[src/zrld_pkg.sv]
package zrld_pkg;

   // Width of the stream length and byte counter.
   localparam int LENGTH_BITS = 24;

   // Field widths of one result beat.
   localparam int BYTE_BITS  = 8;
   localparam int COUNT_BITS = 15;
   localparam int ERROR_BITS = 2;

   // Configuration port.
   localparam int CSR_INDEX_BITS = 1;
   localparam logic [CSR_INDEX_BITS-1:0] CSR_COMPRESSED_LENGTH = 1'd0;
   localparam logic [CSR_INDEX_BITS-1:0] CSR_PAD_ZERO_BYTES    = 1'd1;

   // Register reset values.
   localparam logic [LENGTH_BITS-1:0] LENGTH_RESET = LENGTH_BITS'(1);
   localparam logic [BYTE_BITS-1:0]   PAD_RESET    = 8'd7;

   // Result error codes.
   localparam logic [ERROR_BITS-1:0] ERR_NONE      = 2'd0;
   localparam logic [ERROR_BITS-1:0] ERR_TRUNCATED = 2'd1;
   localparam logic [ERROR_BITS-1:0] ERR_OVERRUN   = 2'd2;

   // Extended run offset.
   localparam logic [COUNT_BITS-1:0] EXT_RUN_OFFSET = 15'd129;

   // Queue between the decode front end and the output back end.
   localparam int QUEUE_DEPTH    = 2;
   localparam int QUEUE_PTR_BITS = 1;
   localparam int QUEUE_CNT_BITS = 2;

   // Decode phase.
   typedef enum logic [1:0] {
      PH_HEADER   = 2'd0,
      PH_EXTENDED = 2'd1,
      PH_LITERAL  = 2'd2,
      PH_DONE     = 2'd3
   } phase_type;

   // One queued decode action: a first result and an optional pad result.
   typedef struct packed {
      logic [BYTE_BITS-1:0]  byte_value;
      logic [COUNT_BITS-1:0] repeat_count;
      logic [ERROR_BITS-1:0] error_code;
      logic                  last;
      logic                  pad_follows;
      logic [BYTE_BITS-1:0]  pad_count;
   } entry_type;

endpackage

[src/zrld_front.sv]
module zrld_front (
   input  logic                                  clock,
   input  logic                                  reset,
   input  logic                                  req_tvalid,
   output logic                                  req_tready,
   input  logic [7:0]                            req_tdata,
   input  logic                                  csr_valid,
   output logic                                  csr_ready,
   input  logic [zrld_pkg::CSR_INDEX_BITS-1:0]   csr_index,
   input  logic [zrld_pkg::LENGTH_BITS-1:0]      csr_data,
   input  logic                                  q_ready,
   output logic                                  q_push,
   output zrld_pkg::entry_type                   q_entry
);

   zrld_pkg::phase_type                 phase_ff, phase_in;
   logic [5:0]                          high_ff, high_in;
   logic [6:0]                          lit_ff, lit_in;
   logic [zrld_pkg::LENGTH_BITS-1:0]    consumed_ff, consumed_in;
   logic [zrld_pkg::LENGTH_BITS-1:0]    length_ff;
   logic [zrld_pkg::BYTE_BITS-1:0]      pad_ff;

   logic                                accept;
   logic                                restart;
   logic [zrld_pkg::LENGTH_BITS-1:0]    pos;
   logic [6:0]                          lit_cnt;
   logic [zrld_pkg::LENGTH_BITS:0]      lit_end;

   assign req_tready = q_ready;
   assign csr_ready  = 1'b1;
   assign accept     = req_tvalid & q_ready;
   assign restart    = csr_valid & (csr_index == zrld_pkg::CSR_COMPRESSED_LENGTH);

   assign pos     = consumed_ff + zrld_pkg::LENGTH_BITS'(1);
   assign lit_cnt = {1'b0, req_tdata[5:0]} + 7'd1;
   assign lit_end = {1'b0, pos} + (zrld_pkg::LENGTH_BITS + 1)'(lit_cnt);

   // Configuration registers.
   always_ff @(posedge clock) begin
      if (reset) begin
         length_ff <= zrld_pkg::LENGTH_RESET;
         pad_ff    <= zrld_pkg::PAD_RESET;
      end else if (csr_valid) begin
         case (csr_index)
            zrld_pkg::CSR_COMPRESSED_LENGTH: length_ff <= csr_data;
            zrld_pkg::CSR_PAD_ZERO_BYTES:    pad_ff    <= csr_data[zrld_pkg::BYTE_BITS-1:0];
            default: ;
         endcase
      end
   end

   // Decode state; a length write restarts the stream.
   always_ff @(posedge clock) begin
      if (reset || restart) begin
         phase_ff    <= zrld_pkg::PH_HEADER;
         high_ff     <= '0;
         lit_ff      <= '0;
         consumed_ff <= '0;
      end else if (accept) begin
         phase_ff    <= phase_in;
         high_ff     <= high_in;
         lit_ff      <= lit_in;
         consumed_ff <= consumed_in;
      end
   end

   // Classify the incoming byte and build the queued action.
   always_comb begin
      phase_in    = phase_ff;
      high_in     = high_ff;
      lit_in      = lit_ff;
      consumed_in = consumed_ff;
      q_push      = 1'b0;
      q_entry.byte_value   = '0;
      q_entry.repeat_count = '0;
      q_entry.error_code   = zrld_pkg::ERR_NONE;
      q_entry.last         = 1'b0;
      q_entry.pad_follows  = 1'b0;
      q_entry.pad_count    = pad_ff;

      if (phase_ff == zrld_pkg::PH_DONE) begin
         // Finished stream: the byte is dropped.
      end else if (length_ff == '0) begin
         // Empty stream: only the pad result.
         q_push = 1'b1;
         q_entry.repeat_count = zrld_pkg::COUNT_BITS'(pad_ff);
         q_entry.last         = 1'b1;
         phase_in             = zrld_pkg::PH_DONE;
      end else begin
         consumed_in = pos;
         case (phase_ff)
            zrld_pkg::PH_HEADER: begin
               if (!req_tdata[7]) begin
                  q_push = 1'b1;
                  q_entry.repeat_count = zrld_pkg::COUNT_BITS'(req_tdata[6:0])
                                         + zrld_pkg::COUNT_BITS'(1);
               end else if (!req_tdata[6]) begin
                  if (pos == length_ff) begin
                     q_push = 1'b1;
                     q_entry.error_code = zrld_pkg::ERR_TRUNCATED;
                     q_entry.last       = 1'b1;
                     phase_in           = zrld_pkg::PH_DONE;
                  end else begin
                     high_in  = req_tdata[5:0];
                     phase_in = zrld_pkg::PH_EXTENDED;
                  end
               end else begin
                  if (lit_end > {1'b0, length_ff}) begin
                     q_push = 1'b1;
                     q_entry.error_code = zrld_pkg::ERR_OVERRUN;
                     q_entry.last       = 1'b1;
                     phase_in           = zrld_pkg::PH_DONE;
                  end else begin
                     lit_in   = lit_cnt;
                     phase_in = zrld_pkg::PH_LITERAL;
                  end
               end
            end
            zrld_pkg::PH_EXTENDED: begin
               q_push = 1'b1;
               q_entry.repeat_count = {1'b0, high_ff, req_tdata} + zrld_pkg::EXT_RUN_OFFSET;
               high_in  = '0;
               phase_in = zrld_pkg::PH_HEADER;
            end
            default: begin
               q_push = 1'b1;
               q_entry.byte_value   = req_tdata;
               q_entry.repeat_count = zrld_pkg::COUNT_BITS'(1);
               lit_in = lit_ff - 7'd1;
               if (lit_in == '0) begin
                  phase_in = zrld_pkg::PH_HEADER;
               end
            end
         endcase

         // Stream completes on this byte: a pad result closes it.
         if (pos == length_ff && phase_in != zrld_pkg::PH_DONE) begin
            if (q_push) begin
               q_entry.pad_follows = 1'b1;
            end else begin
               q_push = 1'b1;
               q_entry.repeat_count = zrld_pkg::COUNT_BITS'(pad_ff);
               q_entry.last         = 1'b1;
            end
            phase_in = zrld_pkg::PH_DONE;
         end
      end

      if (!accept) begin
         q_push = 1'b0;
      end
   end

endmodule

[src/zrld_queue.sv]
module zrld_queue (
   input  logic                clock,
   input  logic                reset,
   input  logic                push,
   input  zrld_pkg::entry_type push_entry,
   output logic                push_ready,
   input  logic                pop,
   output logic                head_valid,
   output zrld_pkg::entry_type head_entry
);

   zrld_pkg::entry_type                   mem_ff [zrld_pkg::QUEUE_DEPTH];
   logic [zrld_pkg::QUEUE_PTR_BITS-1:0]   wr_ptr_ff, rd_ptr_ff;
   logic [zrld_pkg::QUEUE_CNT_BITS-1:0]   count_ff, count_in;
   logic                                  do_push, do_pop;

   assign push_ready = (count_ff != zrld_pkg::QUEUE_CNT_BITS'(zrld_pkg::QUEUE_DEPTH));
   assign head_valid = (count_ff != '0);
   assign head_entry = mem_ff[rd_ptr_ff];
   assign do_push    = push & push_ready;
   assign do_pop     = pop & head_valid;

   always_comb begin
      count_in = count_ff;
      if (do_push && !do_pop) begin
         count_in = count_ff + zrld_pkg::QUEUE_CNT_BITS'(1);
      end else if (do_pop && !do_push) begin
         count_in = count_ff - zrld_pkg::QUEUE_CNT_BITS'(1);
      end
   end

   // Pointers and fill count.
   always_ff @(posedge clock) begin
      if (reset) begin
         wr_ptr_ff <= '0;
         rd_ptr_ff <= '0;
         count_ff  <= '0;
      end else begin
         count_ff <= count_in;
         if (do_push) begin
            wr_ptr_ff <= wr_ptr_ff + zrld_pkg::QUEUE_PTR_BITS'(1);
         end
         if (do_pop) begin
            rd_ptr_ff <= rd_ptr_ff + zrld_pkg::QUEUE_PTR_BITS'(1);
         end
      end
   end

   // Entry storage.
   always_ff @(posedge clock) begin
      if (do_push) begin
         mem_ff[wr_ptr_ff] <= push_entry;
      end
   end

endmodule

[src/zrld_back.sv]
module zrld_back (
   input  logic                clock,
   input  logic                reset,
   input  logic                head_valid,
   input  zrld_pkg::entry_type head_entry,
   output logic                pop,
   output logic                rsp_tvalid,
   input  logic                rsp_tready,
   output logic [23:0]         rsp_tdata,
   output logic [1:0]          rsp_tuser,
   output logic                rsp_tlast
);

   logic                                 valid_ff;
   logic [zrld_pkg::BYTE_BITS-1:0]       value_ff;
   logic [zrld_pkg::COUNT_BITS-1:0]      count_ff;
   logic [zrld_pkg::ERROR_BITS-1:0]      error_ff;
   logic                                 last_ff;
   logic                                 pad_pend_ff;
   logic [zrld_pkg::BYTE_BITS-1:0]       pad_count_ff;
   logic                                 free;

   // The output register can load when empty or when its beat leaves now.
   assign free = !valid_ff | rsp_tready;
   assign pop  = free & !pad_pend_ff & head_valid;

   always_ff @(posedge clock) begin
      if (reset) begin
         valid_ff    <= 1'b0;
         pad_pend_ff <= 1'b0;
      end else if (free) begin
         if (pad_pend_ff) begin
            valid_ff    <= 1'b1;
            pad_pend_ff <= 1'b0;
         end else begin
            valid_ff    <= head_valid;
            pad_pend_ff <= head_valid & head_entry.pad_follows;
         end
      end
   end

   // Result payload: the queued first result, then the pad result if due.
   always_ff @(posedge clock) begin
      if (free) begin
         if (pad_pend_ff) begin
            value_ff <= '0;
            count_ff <= zrld_pkg::COUNT_BITS'(pad_count_ff);
            error_ff <= zrld_pkg::ERR_NONE;
            last_ff  <= 1'b1;
         end else if (head_valid) begin
            value_ff     <= head_entry.byte_value;
            count_ff     <= head_entry.repeat_count;
            error_ff     <= head_entry.error_code;
            last_ff      <= head_entry.last & !head_entry.pad_follows;
            pad_count_ff <= head_entry.pad_count;
         end
      end
   end

   assign rsp_tvalid = valid_ff;
   assign rsp_tdata  = {1'b0, count_ff, value_ff};
   assign rsp_tuser  = error_ff;
   assign rsp_tlast  = last_ff;

endmodule

[src/zero_run_length_decoder.sv]
// Channel   Direction  Beat contents
// req_      in         tdata[7:0] compressed_byte
// rsp_      out        tdata[7:0] byte_value, tdata[22:8] repeat_count; tuser error_code;
//                      tlast last
// csr_      in         index 0 compressed_length, index 1 pad_zero_bytes; data in csr_data
//
// One compressed byte is taken per cycle while the queue has room; the front end
// decodes it in that cycle. A byte that ends a non-empty stream without error yields
// two beats, its result and then the pad result; any other byte yields at most one.
// Synchronous reset clears the decode state, the queue and the output register.
// A two-entry queue parts decode from output, so a stalled rsp_ side stops req_
// only once the queue is full.
module zero_run_length_decoder (
   input  logic                                 clock,
   input  logic                                 reset,
   input  logic                                 req_tvalid,
   output logic                                 req_tready,
   input  logic [7:0]                           req_tdata,   // [7:0] compressed_byte
   output logic                                 rsp_tvalid,
   input  logic                                 rsp_tready,
   output logic [23:0]                          rsp_tdata,   // [7:0] byte_value, [22:8] repeat_count
   output logic [1:0]                           rsp_tuser,   // [1:0] error_code
   output logic                                 rsp_tlast,
   input  logic                                 csr_valid,
   output logic                                 csr_ready,
   input  logic [zrld_pkg::CSR_INDEX_BITS-1:0]  csr_index,
   input  logic [zrld_pkg::LENGTH_BITS-1:0]     csr_data
);

   logic                q_push, q_ready, q_pop, q_valid;
   zrld_pkg::entry_type q_entry, q_head;

   // Decode front end.
   zrld_front u_front (
      .clock      (clock),
      .reset      (reset),
      .req_tvalid (req_tvalid),
      .req_tready (req_tready),
      .req_tdata  (req_tdata),
      .csr_valid  (csr_valid),
      .csr_ready  (csr_ready),
      .csr_index  (csr_index),
      .csr_data   (csr_data),
      .q_ready    (q_ready),
      .q_push     (q_push),
      .q_entry    (q_entry)
   );

   // Action queue.
   zrld_queue u_queue (
      .clock      (clock),
      .reset      (reset),
      .push       (q_push),
      .push_entry (q_entry),
      .push_ready (q_ready),
      .pop        (q_pop),
      .head_valid (q_valid),
      .head_entry (q_head)
   );

   // Output back end.
   zrld_back u_back (
      .clock      (clock),
      .reset      (reset),
      .head_valid (q_valid),
      .head_entry (q_head),
      .pop        (q_pop),
      .rsp_tvalid (rsp_tvalid),
      .rsp_tready (rsp_tready),
      .rsp_tdata  (rsp_tdata),
      .rsp_tuser  (rsp_tuser),
      .rsp_tlast  (rsp_tlast)
   );

endmodule
[config.mk]
export PLATFORM = sky130hd
export DESIGN_NAME = zero_run_length_decoder
export DESIGN_NICKNAME = d
export VERILOG_FILES = /design/src/zrld_pkg.sv /design/src/zrld_front.sv /design/src/zrld_queue.sv /design/src/zrld_back.sv /design/src/zero_run_length_decoder.sv
export SDC_FILE = /design/constraint.sdc
export NUM_CORES = 1
export LEC_CHECK = 0
export BUFFER_PORTS_ARGS = -buffer_cell sky130_fd_sc_hd__buf_2
export CAP_MARGIN = 25
export CORE_MARGIN = 3
export CORE_UTILIZATION = 65
export CTS_CLUSTER_SIZE = 16
export DETAILED_ROUTE_END_ITERATION = 12
export HOLD_SLACK_MARGIN = 0.03
export PLACE_DENSITY = 0.85
export SETUP_SLACK_MARGIN = 0.3
export SLEW_MARGIN = 25
export SYNTH_ARGS = -nofsm -noshare
export SYNTH_HDL_FRONTEND = slang
export SYNTH_SLANG_ARGS = --single-unit
[constraint.sdc]
create_clock -name clock -period 13.4 [get_ports clock]
set_input_delay 2.68 -clock clock [delete_from_list [all_inputs] [get_ports clock]]
set_output_delay 2.68 -clock clock [all_outputs]
set_load 0.01 [all_outputs]
---- Word-level counts from Yosys, hierarchy flattened ----
Memory sizes are Yosys's and may differ from the RTL's. A register that Yosys moved wholly into a read port is not among the register bits.
Index checks and enable logic that the tools add are counted.
Widths: inputs -> output; s select.
storage, ports and cells
  register bits ........................... 111
  RAM bits ................................ 70
  output and inout port bits .............. 30
  word-level logic and storage cells ...... 139
  memories ................................ 1
operators by class
  $add $sub $neg .......................... 10
  magnitude comparators ................... 1
  eq/ne operators ......................... 10
  multiplexer cells ....................... 61
  bitwise gates (word level) .............. 14
  reduce and logical (&&, ||, !) cells .... 25
memories
  memory          depth  width  read ports  clocked after memory_dff  wr ports  RTL line          RTL
  u_queue.mem_ff  2      35     1           1                         1         zrld_queue.sv:12  zrld_pkg::entry_type mem_ff [zrld_pkg::QUEUE_DEPTH];
operators with widths
  kind                   number
  $mux 15                5
  $mux 8                 4
  $pmux 15 s2            1
  $mux 2                 14
  $mux 27                1
  $add 24x7->25          1
  $gt 25x24->1           1
  $add 24x1->24 const B  1
  $eq 24x24->1           1
  $logic_not 24->1       1
  $mux 1                 23
  $mux 7                 3
  $mux 6                 3
  $add 14x8->15 const B  1
  $ne 2x2->1 const B     7
  $pmux 7 s2             1
  $reduce_and 7->1       2
  $mux 3                 4
  $pmux 6 s2             1
  $add 7x1->8 const B    1
  $and 1x1->1            8
  $reduce_and 2->1       4
  $reduce_bool 2->1      4
  $add 6x1->7 const B    1
  16 further kinds       28

---- Depth between registers and ports, before layout ----
  depth in word-level cells ............... 20
  mapped depth ............................ 27

---- Hierarchy ----
Synthesis repeated with hierarchy kept, for this count alone.
unflattened totals
  cells, all modules ...................... 1101
  area total of the unflattened synthesis .. 10694.0 um2
modules (own cells, without submodules)
  module      instances  cells each  area an instance (um2)  sequential area each (um2)
  zrld_front  1          889         6566.3                  1421.4
  zrld_queue  1          133         2738.9                  2202.1
  zrld_back   1          79          1388.8                  1061.0

---- Worst setup path after synthesis ----
Ideal clock, no wire load.
  path type ............................... input port to flip-flop
  start ................................... input req_tdata[0]
  end ..................................... memory u_queue.mem_ff[0][0] (netlist bit), enable pin
  arrival time ............................ 7874 ps
  required time ........................... 12969 ps
  slack ................................... 5095 ps
  cell stages on the path ................. 22
  cells stage by stage .................... ha_1 -> inv_1 -> fa_1 -> inv_1 -> a21oi_1 -> maj3_1 -> a32oi_1 -> o21ai_0 -> nand2_1 -> nand3_1 -> nor4_1 -> xnor2_1 -> ha_1 -> a21o_1 -> a21o_1 -> a21oi_1 -> a21oi_1 -> o21ai_0 -> a21oi_1 -> a21oi_1 -> a21oi_2 -> nor2b_1
between the ends
  longest elaborated chain between the ends .. 18
  elaborated cells on any way between the ends .. 24
  classes of those cells .................. add/sub: 2; order compare: 1; eq/ne: 1; mux: 18; bitwise: 1; reduce/logical: 1
RTL lines
  what                              RTL line                       RTL
  start, declared                   zero_run_length_decoder.sv:18  input logic [7:0] req_tdata,
  $add 6x1->7 (*)                   zrld_front.sv:35               assign lit_cnt = {1'b0, req_tdata[5:0]} + 7'd1;
  $add 24x7->25 (*)                 zrld_front.sv:36               assign lit_end = {1'b0, pos} + (zrld_pkg::LENGTH_BITS + 1)'(lit_cnt);
  $gt 25x24->1 (*)                  zrld_front.sv:108              if (lit_end > {1'b0, length_ff}) begin
  $mux 1                            zrld_front.sv:108
  $mux 2                            zrld_front.sv:97               end else if (!req_tdata[6]) begin
  $mux 2                            zrld_front.sv:93               if (!req_tdata[7]) begin
  $pmux 2 s2                        zrld_front.sv:91               case (phase_ff)
  $mux 2                            zrld_front.sv:83               end else if (length_ff == '0) begin
  (+3 left out)                     -
  $mux 1 (*)                        zrld_front.sv:137              if (pos == length_ff && phase_in != zrld_pkg::PH_DONE) begin
  $mux 1 (*)                        zrld_front.sv:83
  $mux 1 (*)                        zrld_front.sv:81               if (phase_ff == zrld_pkg::PH_DONE) begin
  $mux 1 (*)                        zrld_front.sv:149              if (!accept) begin
  $and 1x1->1 (*)                   zrld_queue.sv:20               assign do_push = push & push_ready;
  named net u_queue.do_push         zrld_queue.sv:15               logic do_push, do_pop;
  $mux 1 (*)                        zrld_queue.sv:51               if (do_push) begin
  $mux 1 (implied by the code) (*)  zrld_queue.sv:52               mem_ff[wr_ptr_ff] <= push_entry;
  end, declared                     zrld_queue.sv:12
The timed path passes the listed nets; every way through them passes the cells marked *. The select of a mux whose other input is x is not followed.

---- Worst setup path after layout ----
  start ................................... input req_tdata[2]
  end ..................................... memory u_queue.mem_ff[0][21] (netlist bit), enable pin
The elaborated chain is that of the path after synthesis.

==> run metrics <==
status finished clean; sw frac 0.315; total gr overflow 0; maximum buffer depth of the clock tree 2; WP data arrival between 8 and 9 ns; CP delay by family, top compound AO/OA/AOI/OAI gates; Core Footprint 15,500 um^2; FP Rows between 40 and 50; Ys Warns 0; Crit Path Max Fanout 20; drt first pass iters 5; GP Congestion approximately 0.96; vias in the first global route 7,965; Worst Hold Class reg -> reg; Clk Latency, worst-skew pair approximately 0.44 ns; RSZ-0062 raised after global routing no; Top FF cell, synth edfxtp_1; leading cell type in the layout, fill and taps excluded nand2_1; non-filler instance count after layout approximately 1,400; Mapped Nets around 1,200; clock power share 0.309; maxcap violations 0; Pins Over Slew Limit 0; Initial Utilization 0.675; dpl cells ~1,300; Post-Route WL between 20 and 30 mm; final instance area between 10,000 and 15,000 um^2; internal power roughly 1100 uW; Setup Buffers After CTS 0; slowest stage delay, CP approximately 0.74 ns; cells after synthesis roughly 1,100; Clock Skew 0.00923 ns; largest net degree at the start of global routing 43; hold path start u_front.length_ff[16]$_SDFFE_PP0P_; CP Capture Type flop; NetSw approximately 530 uW; Reg clk slew, reported paths ~0.07 ns; CP Buf/Inv Count 3; hold depth 2; setup TNS 0 ns; FILL cells approximately 1,100; n_diodes 0; CP max stage cell nor2b_2; Avg Vias per Cell roughly 6.2; Syn Std Cell Area 10,500 um^2; sequential share of power 0.468; cell count of the worst reg-to-reg path 18; DRC viols 0; share of layout cells above drive strength 1 0.123; CP most frequent cell a21oi_1; number of setup violations in the final report 0; Comb pwr share 0.223; final worst path period share 0.618; CTS H-tree depth 4; via count 8,446; Setup crit start req_tdata[2]; fraction of registers with async set/reset 0; area grow syn2layout 9.83%; CP required approximately 14 ns; CTS resizes 0; first-pass GRT wire length a little over 40 mm; DP HPWL between 15 and 20 mm; slew margin rel. 0.298; commonest non-fill, non-tap cells in the layout nand2_1 (125), edfxtp_1 (104), nor2_1 (102); Total GRT Usage 0.291; Leakage Power roughly 0.0042 uW; initial antenna violation count 0; fin crit period 8.28 ns; Placed Area between 10,000 and 15,000 um^2; Die X-Extent between 100 and 150 um; fin worst setup slack approximately 5 ns; Max Fclk between 100 and 150 MHz; CTS Hold Bufs 0; final hold viol count 0; Die ar. 17,600 um^2; sequential share of the synthesized area 0.448; Layout Nets about 1,200; largest cells by area after synthesis edfxtp_1 (30%), dfxtp_1 (15%), xnor2_1 (5.9%); reg2reg start u_front.consumed_ff[5]$_SDFFE_PP0P_; I/O pins between 60 and 70; synth unique cells 84; Post-Syn Area per Cell about 9.5 um^2; P per Cell Area roughly 150 nW/um^2; TritonCTS Buffers 17; Worst VDD drop 104 uV; Synth area leader edfxtp_1; CTS Root Cell clkbuf_16; CP cell instances buf_2 -> and3_1 -> nand2_1 -> xnor2_1 -> inv_1 -> ha_1 -> a31oi_1 -> o31ai_1 -> o21ai_0 -> nand2_1 -> nand3_1 -> nor4_1 -> xnor2_1 -> ha_1 -> a21o_1 -> a21o_1 -> a21oi_1 -> a21oi_1 -> o21ai_0 -> a21oi_1 -> a21oi_1 -> a21oi_2 -> nor2b_2 -> buf_4; Tot Pwr ~1700 uW; post-synthesis register bit count around 180; average routed wire per standard cell ~19 um; port bufs between 60 and 70; number of synthesized flops with an enable pin between 100 and 150; top-area cell type share of the netlist area 0.299; CTS tree yes; Worst-Margin Slew ~1.1 ns; initial drt markers just under 800; CTS sink count approximately 180; DP Worst Slack between 4 and 5 ns; height of the die 133 um; CP startpoint kind primary input; crit path kind in -> reg; DRT antenna net count 0; Crit path depth 24
[per-stage QoR]
stage / hold WS [ns] / util
after floorplan: 0.442 / -
after global placement: 0.460 / 0.701
after detailed placement: 0.468 / 0.701
after CTS: 0.479 / 0.741
after global routing: 0.500 / 0.741
final: 0.479 / 0.741
[power groups by stage]
stage	logic, uW	registers (uW)	clock network [uW]
finish	372	781	515
detailed placement	365	791	0
floorplan	238	791	0
CTS	371	780	520
global placement	355	784	0
global route	407	791	542
[path summary, 6_finish.rpt]
kind	to	slack, ns
max reg2reg	u_queue.mem_ff[0][21]$_DFFE_PP_	6.80
min reg2reg	u_front.length_ff[16]$_SDFFE_PP0P_	0.48
min	u_front.length_ff[16]$_SDFFE_PP0P_	0.48
max	u_queue.mem_ff[0][21]$_DFFE_PP_	5.12
[synth_stat cells, drive strengths merged (5+ instances only)]
library cell / number
nor3: 28
mux2: 9
nand2: 126
o22ai: 12
clkbuf: 43
and2: 14
nor4: 21
a21oi: 67
nor2b: 9
dfxtp: 78
xnor3: 5
xnor2: 70
inv: 61
nand3: 30
edfxtp: 104
o31ai: 8
nand4: 27
o21a: 5
xor2: 29
or3: 11
a21o: 7
nand2b: 9
and4: 7
a31oi: 6
nand3b: 5
nor2: 103
buf: 21
mux2i: 29
ha: 36
and3: 11
o21ai: 37
a211oi: 7
[per-layer routing]
layer	vias to the layer above	track usage	part of all wire
li1	4011	-	-
met1	4014	0.373	0.41
met2	353	0.487	0.49
met3	68	0.0487	0.061
met4	0	0.130	0.039
met5	-	0	0
[state kept, by name, indices dropped and copies added, names as in the netlist, 2 cells and up, named ones only]
signal               flops
u_front.length_ff       24
u_back.count_ff         15
u_front.consumed_ff     24
u_back.value_ff          8
u_front.lit_ff           7
u_queue.count_ff         2
u_front.pad_ff           8
u_back.rsp_tuser         2
u_queue.mem_ff          70
u_front.phase_ff         2
u_back.pad_count_ff      8
u_front.high_ff          6
[tightest hold or removal path, stage by stage (launching register included)]
cell,delay [ns]
dfxtp_1,0.33
nand2_1,0.06
a21oi_1,0.05
[layout make-up]
| cell class | instances | area, um^2 | area share |
|---|---|---|---|
| inverter | 61 | 229 | 0.0199 |
| tap | 211 | 264 | 0.0230 |
| multi-input combinational | 795 | 5260 | 0.458 |
| clock buffer | 17 | 425 | 0.0371 |
| sequential | 182 | 4690 | 0.408 |
| clock inverter | 15 | 199 | 0.0173 |
| timing repair buffer | 77 | 415 | 0.0362 |
[kinds of logic (layout without fill, tap and decap cells)]
group | Yosys count | count (layout) | synth area share
mux | 38 | 38 | 0.0375
fa+ha+maj | 38 | 38 | 0.0460
simple gates | 416 | 416 | 0.200
other cells | 2 | 2 | 0.000718
buf+inv | 125 | 170 | 0.0490
flops | 182 | 182 | 0.448
compound gates | 197 | 197 | 0.125
xor+xnor | 104 | 104 | 0.0937
Note: power is estimated with default switching activity, not from simulation.
